[config.mk]
export PLATFORM = sky130hd
export DESIGN_NAME = odo_ctrl
export DESIGN_NICKNAME = d
export VERILOG_FILES = /design/src/odo_pkg.sv /design/src/odo_ctrl.sv
export SDC_FILE = /design/constraint.sdc
export NUM_CORES = 1
export LEC_CHECK = 0
export BUFFER_PORTS_ARGS = -buffer_cell sky130_fd_sc_hd__buf_2
export CORE_AREA = 2 2 39 41
export CTS_BUF_LIST = sky130_fd_sc_hd__clkbuf_2
export DETAILED_ROUTE_END_ITERATION = 12
export DIE_AREA = 0 0 41 43
export PLACE_DENSITY_LB_ADDON = 0.15
export SYNTH_ARGS = -nofsm -noshare
export SYNTH_HDL_FRONTEND = slang
export SYNTH_SLANG_ARGS = --single-unit
[constraint.sdc]
create_clock -name i_clk -period 1.4 [get_ports i_clk]
set_input_delay 0.14 -clock i_clk [delete_from_list [all_inputs] [get_ports i_clk]]
set_output_delay 0.14 -clock i_clk [all_outputs]
set_load 0.01 [all_outputs]
[src/odo_pkg.sv]
`timescale 1ns / 1ps

package odo_pkg;

    // table size and index width
    localparam int NUM_VEHICLES = 8;
    localparam int VIDX_W = (NUM_VEHICLES > 1) ? $clog2(NUM_VEHICLES) : 1;

    // field widths
    localparam int VEH_W   = 3;
    localparam int POS_W   = 32;
    localparam int STAMP_W = 48;
    localparam int YAW_W   = 16;
    localparam int KIND_W  = 2;
    localparam int SUM_W   = 48;

    // configuration port
    localparam int CFG_IDX_W  = 2;
    localparam int CFG_DATA_W = 24;
    localparam int SPEED_W    = 24;
    localparam int TURN_W     = 15;
    localparam int GAP_W      = 24;

    localparam logic [CFG_IDX_W-1:0] REG_SPEED_THRESHOLD = 2'd0;
    localparam logic [CFG_IDX_W-1:0] REG_TURN_THRESHOLD  = 2'd1;
    localparam logic [CFG_IDX_W-1:0] REG_MAX_GAP_US      = 2'd2;

    localparam logic [SPEED_W-1:0] SPEED_RESET = 24'd1311;
    localparam logic [TURN_W-1:0]  TURN_RESET  = 15'd50;
    localparam logic [GAP_W-1:0]   GAP_RESET   = 24'd1000000;

    // interval kinds
    localparam logic [KIND_W-1:0] KIND_FIRST  = 2'd0;
    localparam logic [KIND_W-1:0] KIND_MOVING = 2'd1;
    localparam logic [KIND_W-1:0] KIND_IDLE   = 2'd2;
    localparam logic [KIND_W-1:0] KIND_RANGE  = 2'd3;

    // square root: 66-bit radicand, one result bit per step
    localparam int SQRT_STEPS = 33;
    localparam int ROOT_W     = SQRT_STEPS;
    localparam int RAD_W      = 2 * SQRT_STEPS;
    localparam int REM_W      = ROOT_W + 3;
    localparam int CNT_W      = $clog2(SQRT_STEPS);

    // cycles from accepted request to result strobe
    localparam int ITEM_CYCLES = SQRT_STEPS + 10;

    localparam logic [31:0] US_PER_S = 32'd1000000;

    typedef struct packed {
        logic [SPEED_W-1:0] speed_threshold;
        logic [TURN_W-1:0]  turn_threshold;
        logic [GAP_W-1:0]   max_gap_us;
    } t_cfg;

    typedef struct packed {
        logic load;
        logic read;
        logic diff;
        logic mul_x;
        logic mul_y;
        logic add;
        logic sqrt;
        logic mul_s;
        logic mul_g;
        logic cmp;
        logic upd;
    } t_cmd;

    typedef struct packed {
        logic sqrt_last;
    } t_sts;

    // fold the vehicle number into the table by repeated subtraction
    function automatic logic [VEH_W-1:0] f_reduce_index(input logic [VEH_W-1:0] idx);
        logic [8:0] v;
        v = {6'b0, idx};
        for (int k = 0; k < 8; k++) begin
            if (v >= 9'(NUM_VEHICLES)) begin
                v = v - 9'(NUM_VEHICLES);
            end
        end
        return v[VEH_W-1:0];
    endfunction

endpackage

[src/odo_ctrl.sv]
`timescale 1ns / 1ps

module odo_ctrl (
    input  logic          i_clk,
    input  logic          i_rst_n,
    input  logic          i_start,
    input  odo_pkg::t_sts i_sts,
    output odo_pkg::t_cmd o_cmd,
    output logic          o_busy
);
    import odo_pkg::*;

    localparam logic [3:0] ST_IDLE = 4'd0;
    localparam logic [3:0] ST_READ = 4'd1;
    localparam logic [3:0] ST_DIFF = 4'd2;
    localparam logic [3:0] ST_MULX = 4'd3;
    localparam logic [3:0] ST_MULY = 4'd4;
    localparam logic [3:0] ST_ADD  = 4'd5;
    localparam logic [3:0] ST_SQRT = 4'd6;
    localparam logic [3:0] ST_MULS = 4'd7;
    localparam logic [3:0] ST_MULG = 4'd8;
    localparam logic [3:0] ST_CMP  = 4'd9;
    localparam logic [3:0] ST_UPD  = 4'd10;

    logic [3:0] r_state;
    logic [3:0] n_state;

    assign o_busy = (r_state != ST_IDLE);

    always_comb begin
        n_state = r_state;
        o_cmd   = '0;
        unique case (r_state)
            ST_IDLE: begin
                if (i_start) begin
                    o_cmd.load = 1'b1;
                    n_state    = ST_READ;
                end
            end
            ST_READ: begin
                o_cmd.read = 1'b1;
                n_state    = ST_DIFF;
            end
            ST_DIFF: begin
                o_cmd.diff = 1'b1;
                n_state    = ST_MULX;
            end
            ST_MULX: begin
                o_cmd.mul_x = 1'b1;
                n_state     = ST_MULY;
            end
            ST_MULY: begin
                o_cmd.mul_y = 1'b1;
                n_state     = ST_ADD;
            end
            ST_ADD: begin
                o_cmd.add = 1'b1;
                n_state   = ST_SQRT;
            end
            ST_SQRT: begin
                o_cmd.sqrt = 1'b1;
                if (i_sts.sqrt_last) begin
                    n_state = ST_MULS;
                end
            end
            ST_MULS: begin
                o_cmd.mul_s = 1'b1;
                n_state     = ST_MULG;
            end
            ST_MULG: begin
                o_cmd.mul_g = 1'b1;
                n_state     = ST_CMP;
            end
            ST_CMP: begin
                o_cmd.cmp = 1'b1;
                n_state   = ST_UPD;
            end
            ST_UPD: begin
                o_cmd.upd = 1'b1;
                n_state   = ST_IDLE;
            end
            default: begin
                n_state = ST_IDLE;
            end
        endcase
    end

    always_ff @(posedge i_clk) begin
        if (!i_rst_n) begin
            r_state <= ST_IDLE;
        end else begin
            r_state <= n_state;
        end
    end

endmodule

==> results.md <==
* CP max stage cell: dfxtp_4
* Port Buffers at 15
* Final count of pins violating max slew at 0
* Clock Latency Late Sink at 210 ps
* Hold path start: i_rst_n
* Drt first-iter violations at 6
* Placed cell area at 357 um^2
* Non-filler instance count after layout at 69
* Core area at 1380 um^2
* FF-to-FF path depth at 3
* Die height at 43 um
* Cells after synthesis at 38
* Congestion Overflow GR at 0
* CTS clk-pin slew, worst paths at 40 ps
* Crit path max fanout at 10
* Yosys reg bits at 4
* Total Wirelength at 696 um
* RSZ-0062 raised after global routing: false
* Top reg by flops: r_state
* Kind of critical path: reg -> out
* Syn Nets at 42
* CTS Sinks at 4
* Clk buf depth at 2
* CTS buffer count at 3
* GRT Util Overall at 10.2%
* Area Growth Syn to Fin at 33.0%
* Synth top area share at 27.8%
* CP required at 1260 ps
* Die X at 41 um
* Leakage at 0.000192 uW
* Fillcell total at 164
* Post-layout minimum cycle time at 1270 ps
* Hold Path Class: in -> reg
* Synth unique cells at 20
* DRC at 0
* Die ar. at 1760 um^2
* Most frequent cells in the layout: buf_2 (15), nor2_1 (4), nor3_1 (4)
* Crit path DAT at 1130 ps
* Hold Fails Final Rpt at 0
* Nets at 59
* Num ports at 16
* DP Cell Count at 66
* Mapped cell area at 288 um^2
* Reg-to-reg setup timing slack at 410 ps
* Fmax at 787 MHz
* # diodes at 0
* GPL Wtd Cong at 0.741
* Outcome: complete, no violations
* H-tree Lvls at 1
* Startpoint types: flop
* Util after Layout at 27.7%
* Pwr dens at 830 nW/um^2
* Hold Buf Count CTS at 0
* RR Startpoint: r_state[3]$_SDFFE_PN0P_
* Synth area leaders: dfxtp_1 (28%), buf_4 (7.8%), nor3_1 (7.0%)
* Antenna Nets Post-Route at 0
* Drt wl/cell at 10.1 um
* Most common cell after layout, fill and taps aside: buf_2
* Layout Skew at 2.58 ps
* Initial Util at 20.8%
* Via Count at 315
* Initial antenna violation count at 0
* Period Utilization, post-route at 90.8%
* Final hold slack at 196 ps
* Largest area contributor in the netlist: dfxtp_1
* Layout cell share with drive strength beyond 1 at 45.3%
* Ys Warns at 0
* Pin count of the biggest net entering global routing at 13
* Max incr delay on CP at 370 ps
* DP HPWL at 509 um
* Setup-failing EPs final at 0
* WHS Path Cells at 2
* Vias in the first global route at 258
* TNS Setup at 0 ps
* Least-Margin Pin Slew at 285 ps
* Seq. cell area at 88.8 um^2
* First-pass GRT wire length at 1100 um
* Crit-path cells: nor2_2 > and2_1 > and2b_1 > buf_2
* FF-to-FF End: r_state[3]$_SDFFE_PN0P_
* Syn Area/Cell at 7.57 um^2
* Fin area at 383 um^2
* Cell Rows at 14
* Total of max-cap violations at 0
* Footprint of the multi-input gates at 176 um^2
* CP Capture Type: primary output
* Max reg flops at 4
* CTS tree: done
* Max VDD drop at 309 uV
* Clk root buf: clkbuf_2
* Slew headroom at 80.8%
* Router iterations before antenna repair at 4
* Hold path endpoint: r_state[3]$_SDFFE_PN0P_
* Vias per cell at 4.57
* Biggest regs: r_state x4
* Seq/Total Area, Yosys at 27.8%
[cell families after synthesis]
| kind of cell | count (synthesis) | share of synthesized area, % |
|---|---|---|
| buf+inv | 4 | 11.7 |
| compound gates | 5 | 11.7 |
| flops | 4 | 27.8 |
| xor+xnor | 1 | 3.04 |
| simple gates | 24 | 45.7 |
[area by class of cell]
type | instances | share of cell area, %
Tap cell | 16 | 5.23
Sequential cell | 4 | 23.2
Timing Repair Buffer | 16 | 21.6
Clock buffer | 3 | 3.92
Multi-Input combinational cell | 30 | 46.1
[routing by layer]
metal,GRT usage (%),vias up,share of wire [%]
met5,0,-,0
met4,12.0,0,1.0
met3,4.71,2,5.0
met2,10.9,10,47
met1,12.6,142,47
li1,-,161,-
[cells in the mapped netlist, drive strengths merged]
cell type  n
nor2       5
buf        4
dfxtp      4
nor3       4
nand2      3
nand2b     3
and3       2
nor3b      2
o21ai      2
a21oi      1
a22oi      1
and2       1
and2b      1
nor2b      1
nor4       1
nor4b      1
o21a       1
xor2       1
[what timing repair did]
action | in CTS | in global routing
cloned | 0 | 0
endpoints found under the setup margin | 1 | 4
gates resized for setup | 2 | 4
setup buffers | 0 | 0
hold endpoints to repair | 0 | 0
[worst max-delay path by stage]
stage | from | to | slack (ps) | cells past startpoint
3_5_place_dp | r_state[1]$_SDFFE_PN0P_ | o_cmd[2] | 180 | 4
3_3_place_gp | r_state[1]$_SDFFE_PN0P_ | o_cmd[2] | 200 | 4
6_report | r_state[1]$_SDFFE_PN0P_ | o_cmd[2] | 130 | 4
2_1_floorplan | r_state[2]$_SDFFE_PN0P_ | o_cmd[0] | 330 | 3
4_1_cts | r_state[3]$_SDFFE_PN0P_ | o_cmd[2] | 50 | 3
5_1_grt | r_state[1]$_SDFFE_PN0P_ | o_cmd[2] | 0.2 | 4
[through the flow]
stage / worst slack [ps] / total power (uW)
after floorplan: 333 / 191
after global placement: 195 / 215
after detailed placement: 178 / 212
after CTS: 53.1 / 329
after global routing: 0.235 / 350
final: 129 / 318
[report_power, final]
| group | internal, uW | switching (uW) |
|---|---|---|
| combinational | 35.7 | 38.3 |
| clock | 57.7 | 49.2 |
| sequential | 121 | 16.1 |
[worst max-delay path, delay by kind of cell, from the launching register on]
kind | cells | cell delay [ps]
flip-flops | 1 | 370
buffers and inverters | 1 | 120
AND/OR/NAND/NOR | 3 | 440
(Power assumes the default switching activity.)
