[src/odo_pkg.sv]
`timescale 1ns / 1ps

package odo_pkg;

    // table size and index width
    localparam int NUM_VEHICLES = 8;
    localparam int VIDX_W = (NUM_VEHICLES > 1) ? $clog2(NUM_VEHICLES) : 1;

    // field widths
    localparam int VEH_W   = 3;
    localparam int POS_W   = 32;
    localparam int STAMP_W = 48;
    localparam int YAW_W   = 16;
    localparam int KIND_W  = 2;
    localparam int SUM_W   = 48;

    // configuration port
    localparam int CFG_IDX_W  = 2;
    localparam int CFG_DATA_W = 24;
    localparam int SPEED_W    = 24;
    localparam int TURN_W     = 15;
    localparam int GAP_W      = 24;

    localparam logic [CFG_IDX_W-1:0] REG_SPEED_THRESHOLD = 2'd0;
    localparam logic [CFG_IDX_W-1:0] REG_TURN_THRESHOLD  = 2'd1;
    localparam logic [CFG_IDX_W-1:0] REG_MAX_GAP_US      = 2'd2;

    localparam logic [SPEED_W-1:0] SPEED_RESET = 24'd1311;
    localparam logic [TURN_W-1:0]  TURN_RESET  = 15'd50;
    localparam logic [GAP_W-1:0]   GAP_RESET   = 24'd1000000;

    // interval kinds
    localparam logic [KIND_W-1:0] KIND_FIRST  = 2'd0;
    localparam logic [KIND_W-1:0] KIND_MOVING = 2'd1;
    localparam logic [KIND_W-1:0] KIND_IDLE   = 2'd2;
    localparam logic [KIND_W-1:0] KIND_RANGE  = 2'd3;

    // square root: 66-bit radicand, one result bit per step
    localparam int SQRT_STEPS = 33;
    localparam int ROOT_W     = SQRT_STEPS;
    localparam int RAD_W      = 2 * SQRT_STEPS;
    localparam int REM_W      = ROOT_W + 3;
    localparam int CNT_W      = $clog2(SQRT_STEPS);

    // cycles from accepted request to result strobe
    localparam int ITEM_CYCLES = SQRT_STEPS + 10;

    localparam logic [31:0] US_PER_S = 32'd1000000;

    typedef struct packed {
        logic [SPEED_W-1:0] speed_threshold;
        logic [TURN_W-1:0]  turn_threshold;
        logic [GAP_W-1:0]   max_gap_us;
    } t_cfg;

    typedef struct packed {
        logic load;
        logic read;
        logic diff;
        logic mul_x;
        logic mul_y;
        logic add;
        logic sqrt;
        logic mul_s;
        logic mul_g;
        logic cmp;
        logic upd;
    } t_cmd;

    typedef struct packed {
        logic sqrt_last;
    } t_sts;

    // fold the vehicle number into the table by repeated subtraction
    function automatic logic [VEH_W-1:0] f_reduce_index(input logic [VEH_W-1:0] idx);
        logic [8:0] v;
        v = {6'b0, idx};
        for (int k = 0; k < 8; k++) begin
            if (v >= 9'(NUM_VEHICLES)) begin
                v = v - 9'(NUM_VEHICLES);
            end
        end
        return v[VEH_W-1:0];
    endfunction

endpackage

[src/odo_cfg.sv]
`timescale 1ns / 1ps

module odo_cfg (
    input  logic                            i_clk,
    input  logic                            i_rst_n,
    input  logic                            i_cfg_valid,
    input  logic [odo_pkg::CFG_IDX_W-1:0]   i_cfg_index,
    input  logic [odo_pkg::CFG_DATA_W-1:0]  i_cfg_data,
    output logic                            o_cfg_ready,
    output odo_pkg::t_cfg                   o_cfg
);
    import odo_pkg::*;

    t_cfg r_cfg;

    assign o_cfg_ready = 1'b1;
    assign o_cfg       = r_cfg;

    always_ff @(posedge i_clk) begin
        if (!i_rst_n) begin
            r_cfg.speed_threshold <= SPEED_RESET;
            r_cfg.turn_threshold  <= TURN_RESET;
            r_cfg.max_gap_us      <= GAP_RESET;
        end else if (i_cfg_valid) begin
            // drop writes to unknown indexes
            unique case (i_cfg_index)
                REG_SPEED_THRESHOLD: r_cfg.speed_threshold <= i_cfg_data[SPEED_W-1:0];
                REG_TURN_THRESHOLD:  r_cfg.turn_threshold  <= i_cfg_data[TURN_W-1:0];
                REG_MAX_GAP_US:      r_cfg.max_gap_us      <= i_cfg_data[GAP_W-1:0];
                default: ;
            endcase
        end
    end

endmodule

[config.mk]
export PLATFORM = sky130hd
export DESIGN_NAME = odo_cfg
export DESIGN_NICKNAME = d
export VERILOG_FILES = /design/src/odo_pkg.sv /design/src/odo_cfg.sv
export SDC_FILE = /design/constraint.sdc
export NUM_CORES = 1
export LEC_CHECK = 0
export ABC_AREA = 1
export BUFFER_PORTS_ARGS = -buffer_cell sky130_fd_sc_hd__buf_2
export CAP_MARGIN = 40
export CORE_AREA = 5 5 78 98
export CTS_CLUSTER_SIZE = 10
export DETAILED_ROUTE_END_ITERATION = 6
export DIE_AREA = 0 0 83 103
export GPL_ROUTABILITY_DRIVEN = 0
export HOLD_SLACK_MARGIN = 0.02
export PLACE_DENSITY = 0.68
export REMOVE_ABC_BUFFERS = 1
export SLEW_MARGIN = 5
export SYNTH_ARGS = -nofsm -noshare
export SYNTH_HDL_FRONTEND = slang
export SYNTH_SLANG_ARGS = --single-unit
[constraint.sdc]
create_clock -name i_clk -period 0.95 [get_ports i_clk]
set_input_delay 0.1425 -clock i_clk [delete_from_list [all_inputs] [get_ports i_clk]]
set_output_delay 0.1425 -clock i_clk [all_outputs]
set_load 0.03 [all_outputs]
==> results of run 1 <==
worst paths after layout:
kind | start | end | depth (start not counted)
max | o_cfg[25] | o_cfg[25] | 1
min | i_cfg_data[22] | o_cfg[22] | 3
max reg2reg | o_cfg[11] | o_cfg[11] | 5
min reg2reg | o_cfg[39] | o_cfg[39] | 2
cells in the mapped netlist:
| cell | count | area, um2 |
|---|---|---|
| buf_2 | 13 | 65.1 |
| inv_2 | 1 | 3.75 |
| clkbuf_1 | 5 | 18.8 |
| nor2_4 | 1 | 11.3 |
| nand3_1 | 41 | 205 |
| nand3_2 | 2 | 20.0 |
| a21oi_1 | 17 | 85.1 |
| inv_1 | 47 | 176 |
| nand2_1 | 97 | 364 |
| nand4_1 | 7 | 43.8 |
| conb_1 | 1 | 3.75 |
| buf_4 | 4 | 30.0 |
| nor2_1 | 76 | 285 |
| buf_1 | 3 | 11.3 |
| dfxtp_1 | 63 | 1260 |
area by class of cell:
cell class / count / area (um2)
Multi-Input combinational cell: 242 / 1020
Clock buffer: 11 / 131
Tap cell: 90 / 113
Inverter: 48 / 180
Sequential cell: 63 / 1340
Clock inverter: 5 / 25.0
Timing Repair Buffer: 116 / 1100
Fill cell: 626 / 2810
cells by family after synthesis:
kind of cell / share of synthesized area
and+or+nand+nor: 0.360
DFF: 0.488
AOI/OAI and AO/OA: 0.0329
other: 0.00145
buffers and inverters: 0.118
cell usage in the layout (no fill, tap or decap), types with 2 or more instances in the layout:
| cell | count |
|---|---|
| buf_6 | 63 |
| dfxtp_2 | 63 |
| nor2_1 | 76 |
| nand3_2 | 2 |
| a21oi_1 | 17 |
| nand2_1 | 97 |
| clkbuf_1 | 2 |
| buf_4 | 20 |
| buf_12 | 5 |
| clkinv_2 | 5 |
| clkbuf_8 | 9 |
| buf_2 | 28 |
| nand4_1 | 7 |
| inv_1 | 47 |
| nand3_1 | 41 |
metrics by stage:
stage           util  setup TNS (ns)  instances  cell area [um2]
2_1_floorplan      -           -3.71        353             2460
3_3_place_gp   0.477               0        549             3200
3_5_place_dp   0.477         -0.0297        549             3200
4_1_cts        0.574          -0.254        568             3850
5_1_grt        0.581           -1.14        575             3910
6_report       0.581         -0.0108        575             3910
what timing repair did:
action	4_1_cts	5_1_grt
buffers inserted	3	7
resized for setup	189	0
endpoints found under the setup margin	63	63
layer usage:
layer,vias to the layer above,global-route usage,wire [um]
li1,1345,-,-
met4,0,0.0818,193
met3,16,0.0472,444
met2,83,0.284,3440
met1,1176,0.202,3010
met5,-,0,0
power by group through the flow:
stage | logic [uW] | clock network, uW | registers [uW]
2_1_floorplan | 296 | 0 | 3180
3_3_place_gp | 1000 | 0 | 2900
3_5_place_dp | 1020 | 0 | 2910
4_1_cts | 1190 | 2000 | 2910
5_1_grt | 1320 | 2120 | 2920
6_report | 1210 | 1940 | 2910
==> qor.csv, run 1 <==
metric;value;unit
pwr-share-seq;0.480;
ys_seq_area_frac;0.488;
pre_cts_slack;-0.00800;ns
dp_hpwl;4.64;mm
syn2layout_area_growth;51.2;%
syn_area;2580;um2
arrival;0.81;ns
internal_power;4240;uW
worst-path-max-fanout;2;
fin_crit;0.957;ns
path_class;reg -> out;
slowest_stage;dfxtp_2;
status;finished, violations left;
hold_path.class;in -> reg;
num_antenna_cells;0;
drtPass1Iterations;4;
timing.fmax;1040;MHz
wl_per_cell;12.3;um
drv_slew;0;
fin_nets;509;
h-tree-depth;3;
postCtsHoldBufs;0;
crit_required;0.81;ns
ys_seq_elements;63;
grt_max_degree;33;
routed_via_density;4.56;
p_sw;1810;uW
clk_latency;0.33;ns
die_w;83;um
antenna_found_initial;0;
clkTransAtPathRegs;0.06;ns
hold_violations;0;
rrSetupSlack;0.20;ns
switching_share;0.299;
power.leakage;0.00204;uW
start_kind;flip-flop;
drt-initial-drc-count;119;
grt_pass1_vias;2479;
ys_types;15;
violations;negative setup slack;
ir_worst_vdd;1.26;mV
layout-drive-gt1-share;0.406;
syn_avg_cell_area;6.84;um2
period_share;1.01;
gr-total-overflow;0;
port_buffers;91;
crit_chain;buf_6;
die-area;8550;um2
drv_cap;0;
io_pins;93;
clkSinkCount;63;
tritoncts;done;
cts_buffers;9;
yosys_warnings;0;
antenna_left;0;
die_h;103;um
p_comb_frac;0.199;
remaining_drc_errors;0;
core_area;6720;um2
row_count;34;
power.total;6060;uW
holdWs;0.0556;ns
cts_buffer_depth;2;
cp_slowest_stage_delay;0.35;ns
dr_total_vias;2620;
grt_pass1_wl;11.7;mm
critPathTopFamily;flip-flops;
powerDensity;1550;nW/um2
clkPwrFrac;0.321;
skew;0;ns
setup_slack;-0.00726;ns
wl;7.08;mm
grtUsageTotal;0.169;
cts-root-buf;clkbuf_8;
postSynthCellCount;378;
end_kind;output pin;
rsz0062_at_grt;yes;
largest_register_ffs;63;
critical_path_buf_inv_count;1;
start_util;0.385;
finalSetupViolations;3;
(Power assumes the default switching activity.)
==> run 2, diff against run 1 <==
--- a/config.mk
+++ b/config.mk
@@ -9,13 +9,13 @@
 export BUFFER_PORTS_ARGS = -buffer_cell sky130_fd_sc_hd__buf_2
 export CAP_MARGIN = 40
 export CORE_AREA = 5 5 78 98
-export CTS_CLUSTER_SIZE = 10
 export DETAILED_ROUTE_END_ITERATION = 6
 export DIE_AREA = 0 0 83 103
 export GPL_ROUTABILITY_DRIVEN = 0
 export HOLD_SLACK_MARGIN = 0.02
-export PLACE_DENSITY = 0.68
+export PLACE_DENSITY = 0.79
 export REMOVE_ABC_BUFFERS = 1
+export SETUP_SLACK_MARGIN = 0.4
 export SLEW_MARGIN = 5
 export SYNTH_ARGS = -nofsm -noshare
 export SYNTH_HDL_FRONTEND = slang
==> qor.csv, run 2 (same netlist as run 1, synthesis figures left out) <==
metric;value;unit;change
tritoncts;done;;
rrSetupSlack;0.17;ns;-0.03 ns
cts_buffer_depth;2;;unchanged
crit_chain;buf_6;;
critical_path_buf_inv_count;1;;unchanged
regToRegEndpoint;o_cfg[48];;
mostFrequentLayoutCell;buf_6;;
start_kind;flip-flop;;
postCtsHoldBufs;0;;unchanged
dr_total_vias;2812;;+7.3%
worst-path-max-fanout;2;;unchanged
clkTransAtPathRegs;0.07;ns;about the same
drt-initial-drc-count;128;;+7.6%
syn2layout_area_growth;72.3;%;
grt_pass1_wl;13.0;mm;+11%
grt_pass1_vias;2683;;+8.2%
status;finished, violations left;;
wl_per_cell;14.6;um;+19%
die_h;103;um;unchanged
final_cell_mix;88 x buf_6, 83 x nand2_1, 74 x nor2_1, 63 x dfxtp_2, 34 x inv_1;;
timing.fmax;1020;MHz;-2.6%
ir_worst_vdd;0.917;mV;-28%
rsz0062_at_grt;yes;;
r2r_cells;4;;-1
num_antenna_cells;0;;unchanged
power.leakage;0.00221;uW;+8.4%
worstHoldStart;i_cfg_data[15];;
violations;negative setup slack;;
slowest_stage;dfxtp_2;;
end_kind;output pin;;
dp_hpwl;4.66;mm;+0.43%
skew;0;ns;unchanged
powerDensity;1460;nW/um2;-6.0%
port_buffers;91;;unchanged
antenna_left;0;;unchanged
drtPass1Iterations;5;;+1
seq_area;1340;um2;unchanged
die-area;8550;um2;unchanged
routed_via_density;4.75;;+4.2%
antenna_found_initial;0;;unchanged
cts-root-buf;clkbuf_8;;
drv_slew;0;;unchanged
multi_input_area;1220;um2;+20%
cts_buffers;9;;unchanged
place_area;3210;um2;+0.16%
finalSetupViolations;47;;+44
h-tree-depth;3;;unchanged
grt_max_degree;35;;+6.1%
cp_slowest_stage_delay;0.37;ns;+0.02 ns
grtUsageTotal;0.188;;+0.0185
drv_cap;0;;unchanged
final_area;4450;um2;+14%
layout-drive-gt1-share;0.544;;+0.138
die_w;83;um;unchanged
hold_violations;0;;unchanged
arrival;0.84;ns;+0.03 ns
endpoint;o_cfg[28];;
startpoint;o_cfg[28];;
core_area;6720;um2;unchanged
start_util;0.385;;unchanged
remaining_drc_errors;0;;unchanged
hold_path.class;in -> reg;;
critPathTopFamily;flip-flops;;
crit_required;0.81;ns;about the same
io_pins;93;;unchanged
fillers;535;;-15%
final_util;0.663;;+0.0812
clkSinkCount;63;;unchanged
setup_slack;-0.0325;ns;-0.0252 ns
reg2reg_from;o_cfg[48];;
fin_nets;526;;+3.3%
path_class;reg -> out;;
period_share;1.03;;+0.0265
clk_latency;0.34;ns;about the same
holdWs;0.0481;ns;-0.00754 ns
gr-total-overflow;0;;unchanged
row_count;34;;unchanged
wl;8.66;mm;+22%
fin_crit;0.982;ns;+0.0252 ns
cp.depth;1;;unchanged
largest_register_ffs;63;;unchanged
run 2: worst min path at each step:
stage,to,cells past startpoint,slack (ns)
after floorplan,o_cfg[39],1,0.23
after global placement,o_cfg[15],3,0.38
after detailed placement,o_cfg[20],3,0.40
after CTS,o_cfg[23],3,0.03
after global routing,o_cfg[11],3,0.05
final,o_cfg[15],3,0.05
run 2: layout make-up:
| type | count | share of cell area |
|---|---|---|
| Timing Repair Buffer | 133 | 0.319 |
| Sequential cell | 63 | 0.301 |
| Multi-Input combinational cell | 242 | 0.275 |
| Inverter | 48 | 0.0410 |
| Clock buffer | 11 | 0.0318 |
| Tap cell | 90 | 0.0253 |
| Clock inverter | 5 | 0.00759 |
run 2: timing repair:
action | 4_1_cts | 5_1_grt
cloned | 2 | 1
setup endpoints to repair | 121 | 126
resized for setup | 216 | 71
pin swaps | 7 | 30
buffers inserted | 3 | 22
run 2: tightest hold or removal path, stage by stage:
cell    delay [ns]
buf_2         0.08
nor2_1        0.04
nor2_1        0.09
run 2: metrics by stage:
stage / TNS (ns) / setup slack (ns) / cells / total power [uW]
finish: -0.401 / -0.0325 / 592 / 6490
global placement: 0 / 0.000697 / 548 / 3900
global route: -2.15 / -0.0562 / 592 / 6770
floorplan: -3.71 / -0.199 / 353 / 3480
CTS: -1.12 / -0.0389 / 569 / 6310
detailed placement: -0.528 / -0.0549 / 548 / 3930
run 2: layer usage:
layer,track usage,part of all wire,vias to the layer above
li1,-,-,1383
met1,0.204,0.39,1333
met2,0.349,0.55,83
met3,0.0520,0.051,13
met4,0.0717,0.014,0
met5,0,0,-
run 2: where the power goes:
group          switching (uW)  internal, uW  total, uW
sequential                118          2810       2930
clock                    1080          1010       2090
combinational             812           660       1470
